--- config.mk ---
export PLATFORM = sky130hd
export DESIGN_NAME = physical_page_frame_allocator
export DESIGN_NICKNAME = d
export VERILOG_FILES = /design/src/ppfa_pkg.sv /design/src/physical_page_frame_allocator.sv
export SDC_FILE = /design/constraint.sdc
export NUM_CORES = 2
export LEC_CHECK = 0
export BUFFER_PORTS_ARGS = -buffer_cell sky130_fd_sc_hd__clkbuf_2
export CORE_AREA = 2 2 723 725
export DETAILED_ROUTE_END_ITERATION = 12
export DIE_AREA = 0 0 725 727
export GPL_TIMING_DRIVEN = 1
export PLACE_DENSITY_LB_ADDON = 0.08
export SYNTH_ARGS = -nofsm -noshare
export SYNTH_HDL_FRONTEND = slang
export SYNTH_SLANG_ARGS = --single-unit
--- constraint.sdc ---
create_clock -name clk -period 10 [get_ports clk]
set_clock_uncertainty 0.05 [all_clocks]
set_input_delay 1.5 -clock clk [delete_from_list [all_inputs] [get_ports clk]]
set_output_delay 1.5 -clock clk [all_outputs]
set_load 0.01 [all_outputs]
--- src/ppfa_pkg.sv ---
// Shared constants, types and helpers for the physical page frame allocator.
// Used by physical_page_frame_allocator, page_alloc_checker and the testbench; depends on nothing else.
`default_nettype none

package ppfa_pkg;

  localparam int NUM_PAGES  = 4096;
  localparam int PAGE_SHIFT = 12;
  localparam int ADDR_W     = 32;
  localparam int CFG_W      = 13;
  localparam int CFG_IDX_W  = 1;
  localparam int STAT_W     = 2;
  localparam int PG_W       = $clog2(NUM_PAGES);
  localparam int WORD_W     = 64;
  localparam int BIT_W      = $clog2(WORD_W);
  localparam int GRP_W      = 8;
  localparam int NUM_GRP    = WORD_W / GRP_W;
  localparam int GSEL_W     = $clog2(NUM_GRP);
  localparam int GBIT_W     = $clog2(GRP_W);
  localparam int NUM_WORDS  = NUM_PAGES / WORD_W;
  localparam int WADDR_W    = PG_W - BIT_W;
  localparam int IDX_W      = ADDR_W - PAGE_SHIFT;

  localparam logic [CFG_IDX_W-1:0] REG_FIRST_PAGE = 1'd0;
  localparam logic [CFG_IDX_W-1:0] REG_PAGE_COUNT = 1'd1;

  localparam logic [STAT_W-1:0] STAT_OK       = 2'd0;
  localparam logic [STAT_W-1:0] STAT_OOM      = 2'd1;
  localparam logic [STAT_W-1:0] STAT_RANGE    = 2'd2;
  localparam logic [STAT_W-1:0] STAT_NOTALLOC = 2'd3;

  typedef logic [WORD_W-1:0] word_t;

  typedef struct packed {
    logic             found;
    logic [BIT_W-1:0] pos;
  } find_t;

  // Lowest set bit of a word, found in two levels of eight.
  function automatic find_t find_first(input word_t v);
    find_t                res;
    logic [NUM_GRP-1:0]   grp_any;
    logic [GSEL_W-1:0]    gsel;
    logic [GRP_W-1:0]     grp;
    logic [GBIT_W-1:0]    bsel;
    gsel = '0;
    bsel = '0;
    for (int g = 0; g < NUM_GRP; g++) begin
      grp_any[g] = |v[g*GRP_W +: GRP_W];
    end
    for (int g = NUM_GRP - 1; g >= 0; g--) begin
      if (grp_any[g]) begin
        gsel = GSEL_W'(g);
      end
    end
    grp = v[gsel*GRP_W +: GRP_W];
    for (int b = GRP_W - 1; b >= 0; b--) begin
      if (grp[b]) begin
        bsel = GBIT_W'(b);
      end
    end
    res.found = |grp_any;
    res.pos   = {gsel, bsel};
    return res;
  endfunction

endpackage

`default_nettype wire

--- src/physical_page_frame_allocator.sv ---
// Physical page frame allocator: first-fit allocate and checked free over a
// packed in-use flag memory. Depends on ppfa_pkg.
// Allocate: S_SCAN checks W flag words in turn, W = flag words scanned (1..64).
// Free: S_FCHK checks one flag word; a rejected address or an empty range skips it.
// One item at a time; the scan reads one 64-flag word per cycle from the memory.
// Reset clears all flags at once through per-word valid bits; no clearing pass.
`default_nettype none

module physical_page_frame_allocator (
  input  wire logic                          clk,
  input  wire logic                          rst_n,
  input  wire logic                          in_valid,
  output logic                               in_ready,
  input  wire logic                          in_func,
  input  wire logic [ppfa_pkg::ADDR_W-1:0]   in_page_addr,
  output logic                               out_valid,
  input  wire logic                          out_ready,
  output logic [ppfa_pkg::STAT_W-1:0]        out_status,
  output logic [ppfa_pkg::ADDR_W-1:0]        out_granted_addr,
  output logic [ppfa_pkg::CFG_W-1:0]         out_free_count,
  input  wire logic                          cfg_we,
  input  wire logic [ppfa_pkg::CFG_IDX_W-1:0] cfg_index,
  input  wire logic [ppfa_pkg::CFG_W-1:0]    cfg_data
);

  localparam logic [1:0] S_IDLE = 2'd0;
  localparam logic [1:0] S_SCAN = 2'd1;
  localparam logic [1:0] S_FCHK = 2'd2;
  localparam logic [1:0] S_FIN  = 2'd3;

  logic [1:0]                       state_r, state_nxt;
  logic [ppfa_pkg::CFG_W-1:0]       first_page_r, page_count_r;
  logic [ppfa_pkg::CFG_W-1:0]       alloc_cnt_r, alloc_cnt_nxt;
  logic [ppfa_pkg::WADDR_W-1:0]     cur_word_r, cur_word_nxt;
  logic [ppfa_pkg::WADDR_W-1:0]     fw_r, fw_nxt, lw_r, lw_nxt;
  ppfa_pkg::word_t                  lo_mask_r, lo_mask_nxt, hi_mask_r, hi_mask_nxt;
  logic [ppfa_pkg::BIT_W-1:0]       bit_r, bit_nxt;
  logic [ppfa_pkg::STAT_W-1:0]      status_r, status_nxt;
  logic [ppfa_pkg::ADDR_W-1:0]      granted_r, granted_nxt;
  logic                             out_valid_r;
  logic [ppfa_pkg::STAT_W-1:0]      out_status_r;
  logic [ppfa_pkg::ADDR_W-1:0]      out_granted_r;
  logic [ppfa_pkg::CFG_W-1:0]       out_free_r;

  ppfa_pkg::word_t                  mem [ppfa_pkg::NUM_WORDS];
  logic [ppfa_pkg::NUM_WORDS-1:0]   row_vld_r;
  ppfa_pkg::word_t                  rd_data_r;
  logic                             rd_vld_r;
  logic [ppfa_pkg::WADDR_W-1:0]     rd_addr, wr_addr;
  ppfa_pkg::word_t                  wr_data, word, avail;
  logic                             wr_en;

  logic [ppfa_pkg::CFG_W-1:0]       lim, lm, span, free_now;
  logic                             empty, bad_addr, accept;
  logic [ppfa_pkg::IDX_W-1:0]       idx;
  ppfa_pkg::find_t                  hit;

  assign lim   = (page_count_r > ppfa_pkg::CFG_W'(ppfa_pkg::NUM_PAGES)) ?
                 ppfa_pkg::CFG_W'(ppfa_pkg::NUM_PAGES) : page_count_r;
  assign lm    = lim - 1'b1;
  assign empty = (first_page_r >= lim);
  assign span  = lim - first_page_r;
  assign free_now = (empty || span <= alloc_cnt_r) ? '0 : span - alloc_cnt_r;

  assign idx      = in_page_addr[ppfa_pkg::ADDR_W-1:ppfa_pkg::PAGE_SHIFT];
  assign bad_addr = (in_page_addr[ppfa_pkg::PAGE_SHIFT-1:0] != '0) ||
                    (idx < ppfa_pkg::IDX_W'(first_page_r)) ||
                    (idx >= ppfa_pkg::IDX_W'(lim));

  assign in_ready = (state_r == S_IDLE);
  assign accept   = in_valid && in_ready;

  assign word  = rd_vld_r ? rd_data_r : '0;
  assign avail = ~word & ((cur_word_r == fw_r) ? lo_mask_r : '1)
                       & ((cur_word_r == lw_r) ? hi_mask_r : '1);
  assign hit   = ppfa_pkg::find_first(avail);

  always_comb begin
    state_nxt     = state_r;
    alloc_cnt_nxt = alloc_cnt_r;
    cur_word_nxt  = cur_word_r;
    fw_nxt        = fw_r;
    lw_nxt        = lw_r;
    lo_mask_nxt   = lo_mask_r;
    hi_mask_nxt   = hi_mask_r;
    bit_nxt       = bit_r;
    status_nxt    = status_r;
    granted_nxt   = granted_r;
    rd_addr       = cur_word_r + 1'b1;
    wr_en         = 1'b0;
    wr_addr       = cur_word_r;
    wr_data       = word;
    unique case (state_r)
      S_IDLE: begin
        if (accept) begin
          granted_nxt = '0;
          if (!in_func) begin
            if (empty) begin
              status_nxt = ppfa_pkg::STAT_OOM;
              state_nxt  = S_FIN;
            end else begin
              rd_addr      = first_page_r[ppfa_pkg::PG_W-1:ppfa_pkg::BIT_W];
              cur_word_nxt = rd_addr;
              fw_nxt       = rd_addr;
              lw_nxt       = lm[ppfa_pkg::PG_W-1:ppfa_pkg::BIT_W];
              lo_mask_nxt  = {ppfa_pkg::WORD_W{1'b1}} << first_page_r[ppfa_pkg::BIT_W-1:0];
              hi_mask_nxt  = {ppfa_pkg::WORD_W{1'b1}} >> (~lm[ppfa_pkg::BIT_W-1:0]);
              state_nxt    = S_SCAN;
            end
          end else if (bad_addr) begin
            status_nxt = ppfa_pkg::STAT_RANGE;
            state_nxt  = S_FIN;
          end else begin
            rd_addr      = idx[ppfa_pkg::PG_W-1:ppfa_pkg::BIT_W];
            cur_word_nxt = rd_addr;
            bit_nxt      = idx[ppfa_pkg::BIT_W-1:0];
            state_nxt    = S_FCHK;
          end
        end
      end
      S_SCAN: begin
        if (hit.found) begin
          wr_en         = 1'b1;
          wr_data       = word | (ppfa_pkg::word_t'(1) << hit.pos);
          alloc_cnt_nxt = alloc_cnt_r + 1'b1;
          status_nxt    = ppfa_pkg::STAT_OK;
          granted_nxt   = ppfa_pkg::ADDR_W'({cur_word_r, hit.pos}) << ppfa_pkg::PAGE_SHIFT;
          state_nxt     = S_FIN;
        end else if (cur_word_r == lw_r) begin
          status_nxt = ppfa_pkg::STAT_OOM;
          state_nxt  = S_FIN;
        end else begin
          cur_word_nxt = cur_word_r + 1'b1;
        end
      end
      S_FCHK: begin
        if (word[bit_r]) begin
          wr_en         = 1'b1;
          wr_data       = word & ~(ppfa_pkg::word_t'(1) << bit_r);
          alloc_cnt_nxt = alloc_cnt_r - 1'b1;
          status_nxt    = ppfa_pkg::STAT_OK;
        end else begin
          status_nxt = ppfa_pkg::STAT_NOTALLOC;
        end
        state_nxt = S_FIN;
      end
      S_FIN: begin
        if (!out_valid_r || out_ready) begin
          state_nxt = S_IDLE;
        end
      end
      default: state_nxt = S_IDLE;
    endcase
  end

  always_ff @(posedge clk) begin
    if (wr_en) begin
      mem[wr_addr] <= wr_data;
    end
    rd_data_r <= mem[rd_addr];
  end

  always_ff @(posedge clk) begin
    if (!rst_n) begin
      state_r      <= S_IDLE;
      alloc_cnt_r  <= '0;
      first_page_r <= '0;
      page_count_r <= ppfa_pkg::CFG_W'(ppfa_pkg::NUM_PAGES);
      row_vld_r    <= '0;
      rd_vld_r     <= 1'b0;
      out_valid_r  <= 1'b0;
    end else begin
      state_r     <= state_nxt;
      alloc_cnt_r <= alloc_cnt_nxt;
      rd_vld_r    <= row_vld_r[rd_addr];
      if (wr_en) begin
        row_vld_r[wr_addr] <= 1'b1;
      end
      if (cfg_we) begin
        unique case (cfg_index)
          ppfa_pkg::REG_FIRST_PAGE: first_page_r <= cfg_data;
          ppfa_pkg::REG_PAGE_COUNT: page_count_r <= cfg_data;
          default: ;
        endcase
      end
      if (state_r == S_FIN && (!out_valid_r || out_ready)) begin
        out_valid_r <= 1'b1;
      end else if (out_ready) begin
        out_valid_r <= 1'b0;
      end
    end
  end

  always_ff @(posedge clk) begin
    cur_word_r <= cur_word_nxt;
    fw_r       <= fw_nxt;
    lw_r       <= lw_nxt;
    lo_mask_r  <= lo_mask_nxt;
    hi_mask_r  <= hi_mask_nxt;
    bit_r      <= bit_nxt;
    status_r   <= status_nxt;
    granted_r  <= granted_nxt;
    if (state_r == S_FIN && (!out_valid_r || out_ready)) begin
      out_status_r  <= status_r;
      out_granted_r <= granted_r;
      out_free_r    <= free_now;
    end
  end

  assign out_valid        = out_valid_r;
  assign out_status       = out_status_r;
  assign out_granted_addr = out_granted_r;
  assign out_free_count   = out_free_r;

  a_cnt_bound: assert property (@(posedge clk) disable iff (!rst_n)
    alloc_cnt_r <= ppfa_pkg::CFG_W'(ppfa_pkg::NUM_PAGES))
    else $error("allocated page count exceeds the number of pages");

  a_fail_no_addr: assert property (@(posedge clk) disable iff (!rst_n)
    out_valid && out_status != ppfa_pkg::STAT_OK |-> out_granted_addr == '0)
    else $error("failed item carries a granted address");

  a_scan_one_bit: assert property (@(posedge clk) disable iff (!rst_n)
    wr_en && state_r == S_SCAN |-> $countones(wr_data) == $countones(word) + 1)
    else $error("allocation write does not set exactly one flag");

  a_free_one_bit: assert property (@(posedge clk) disable iff (!rst_n)
    wr_en && state_r == S_FCHK |-> $countones(wr_data) + 1 == $countones(word))
    else $error("free write does not clear exactly one flag");

endmodule

`default_nettype wire

==> results by group <==
Run status
  • Status: complete, no violations

Drt
  • WL final: 719000 um
  • Vias per inst: 5.90
  • 1st-iter DRT viols: 14518
  • DRT Pass-1 Iters: 6
  • Drc violations: 0
  • DR vias: 117368
  • Post-route antenna net violation count: 0
  • Per-cell routed wire length: 36.2 um

Placed design
  • I/O Buffers: 80
  • Hpwl dp: 388000 um
  • Routability cong.: 0.925
  • Pre-CTS setup slack: 1360 ps

Finish
  • Layout cells sized above 1: 11.3%
  • Post-layout nets: 12651
  • Area grow syn2layout: 15.4%

Synthesis
  • Avg Synthesized Cell Area: 14.7 um2
  • Syn. warnings: 0
  • Synth async-reset ratio: 0%
  • Seq cells post-synth: 4458
  • EDFF count, synth: 4287
  • Most used DFF post-synth: edfxtp_1
  • Area share of the largest cell type after synthesis: 71.0%
  • Most frequent cell after synthesis: edfxtp_1
  • Area of the mapped netlist: 0.181 mm2
  • Gate Count Post-Synth: 12323
  • Ranking of synthesized cells by area: edfxtp_1 71%, mux2i_1 5.7%, nand2_1 4.9%
  • Seq/Total Area, Yosys: 72.8%
  • Top post-synthesis cells by count: 4287 x edfxtp_1, 2362 x nand2_1, 1040 x mux2i_1
  • Area leader, netlist: edfxtp_1
  • Netlist cell types: 105

Clock tree
  • Clock latency on the worst-skew pair: 1050 ps
  • CTS Buffer Depth: 4
  • H-Tree Depth: 5
  • Clk root buf: clkbuf_16
  • Clk slew on worst S/H paths: 60 ps
  • CTS Buf Count: 477
  • Post-CTS sizing: 0
  • Hold Buf Count CTS: 0
  • CTS tree: built
  • Clock sinks: 4458
  • Post-CTS Setup Bufs: 0

Timing
  • Final Hold Violating Endpoints: 0
  • RSZ-0062 raised after global routing: false
  • Slew Limit Fails: 0
  • Least-Margin Pin Slew: 1450 ps
  • Period minus WS final: 8740 ps
  • Worst slew margin: 2.90%
  • Max Freq: 114 MHz
  • Setup violations, final: 0
  • Setup TNS: 0 ps
  • Setup ws final: 1260 ps
  • Final period util: 87.4%

Global routing
  • GRT Util Overall: 26.4%
  • Vias in the first global route: 111987
  • Grt ovf: 0
  • Largest net degree at the start of global routing: 144
  • Initial antenna violation count: 28
  • First-pass GRT wire length: 971000 um

Critical path
  • Startpoint types: flip-flop
  • Arrival time worst endpoint: 9570 ps
  • Worst Setup Path Type: reg -> reg
  • Crit end category: flip-flop
  • Worst setup startpoint: page_count_r[0]$_SDFFE_PN0P_
  • CP Max Fanout: 27
  • WP data required: 10830 ps
  • Worst r2r src: page_count_r[0]$_SDFFE_PN0P_

Floorplan
  • I/O pins: 101
  • Die width: 725 um
  • Row count: 265
  • Core box area: 0.519 mm2
  • Initial Util: 34.9%
  • Die ar.: 0.527 mm2
  • Vert. Die Dim: 727 um

Power and ir drop
  • P per Cell Area: 331 mW/mm2
  • P_leak: 73.3 nW
  • VDD IR max: 417 uV

Min path
  • Worst hold path type: reg -> reg
  • Hold Startpoint: granted_r[14]$_SDFFCE_PN0P_

Flow run
  • Max Cap Viol: 0
[layout by cell type (no fill, tap or decap), drive strengths merged, types with 16 or more instances in the layout]
| master | Yosys | final |
|---|---|---|
| and3 | 522 | 522 |
| xnor2 | 43 | 43 |
| mux4 | 16 | 16 |
| nor2b | 23 | 23 |
| inv | 95 | 102 |
| a221o | 519 | 519 |
| buf | 98 | 471 |
| o21a | 84 | 84 |
| nand2b | 17 | 17 |
| edfxtp | 4287 | 4287 |
| clkbuf | 749 | 719 |
| clkinv | 4 | 210 |
| nand3 | 48 | 48 |
| o21bai | 16 | 16 |
| nand4 | 83 | 83 |
| a311oi | 519 | 519 |
| dfxtp | 171 | 171 |
| conb | 1 | 20 |
| nand2 | 2362 | 2362 |
| a21oi | 372 | 372 |
| o21ai | 162 | 162 |
| o31ai | 313 | 313 |
| or2 | 25 | 25 |
| or3 | 20 | 20 |
| and2 | 26 | 26 |
| mux2i | 1040 | 1040 |
| bufinv | 0 | 32 |
| a21o | 57 | 57 |
| nor2 | 227 | 227 |
| o211ai | 26 | 26 |
| ha | 72 | 72 |
| nor3 | 35 | 35 |
| a21boi | 41 | 41 |
[layout make-up]
cell class / instances / area (um2)
flip-flops and latches: 4458 / 132000
repair buffers: 550 / 6170
fillers: 47726 / 310000
clock buffers: 640 / 12900
inverters: 99 / 372
diodes: 8 / 20.0
multi-input cells: 6938 / 46900
well taps: 6942 / 8690
clock inverters: 252 / 2250
[power breakdown]
part	internal [mW]	switching, mW
clock	9.83	7.53
combinational	8.92	20.0
sequential	22.1	0.796
[worst max-delay path, cell delays in order, from the launching register on]
cell and delay, ps:
dfxtp_1 330, or3_1 400, or3_1 370, or3_1 340, o31ai_1 620, nand2_1 220, inv_1 120, ha_1 230
nand2b_1 150, a21o_1 170, a21o_1 170, a21oi_1 140, nor2_1 80, o41a_1 400, nor3b_2 670, mux2_2 450
a221o_4 620, nor2_4 920, buf_4 580, buf_4 340, a221o_1 240, a311oi_1 70, o31ai_1 640, nand4_1 160
[per-layer routing]
metal	track usage [%]	routed length (um)	vias to the layer above
li1	-	-	48550
met2	41.9	328000	5184
met3	3.94	52000	1092
met4	8.80	27600	6
met5	0	37	-
met1	37.3	312000	62536
[worst paths after layout]
check / endpoint / slack [ps] / cells past startpoint
worst min register to register: out_granted_addr[14]$_DFFE_PP_ / 370 / 0
worst max register to register: rd_data_r[56]$_DFF_P_ / 1260 / 23
worst min-delay path: out_granted_addr[14]$_DFFE_PP_ / 370 / 0
worst max-delay path: rd_data_r[56]$_DFF_P_ / 1260 / 23
[cell families after synthesis]
kind of cell / count (synthesis) / synth area share [%]
flip-flops: 4458 / 72.8
multiplexers: 1064 / 5.99
AO/OA/AOI/OAI: 2296 / 10.1
XOR/XNOR: 51 / 0.254
buffers and inverters: 946 / 2.06
adder cells (fa/ha/maj): 75 / 0.530
AND/OR/NAND/NOR: 3432 / 8.28
other: 1 / 0.00207
[state kept, by name, indices dropped and copies added, names as in the netlist, 6 cells and up]
register and cells:
fw_r 6, hi_mask_r 63, bit_r 6, page_count_r 13, out_free_count 13, out_granted_addr 12, alloc_cnt_r 13, rd_data_r 64
granted_r 12, cur_word_r 6, lo_mask_r 63, first_page_r 13, row_vld_r 64, mem 4096, lw_r 6
[metrics by stage]
stage	utilization [%]	instance area (um2)	instances	hold slack, ps	power, mW
CTS	40.3	209000	19879	369	69.4
finish	40.3	209000	19887	368	69.2
global route	40.3	209000	19880	375	71.8
detailed placement	37.4	194000	18987	355	52.0
floorplan	-	182000	12342	350	39.9
global placement	37.4	194000	18979	357	51.8
Note: power is estimated with default switching activity, not from simulation.
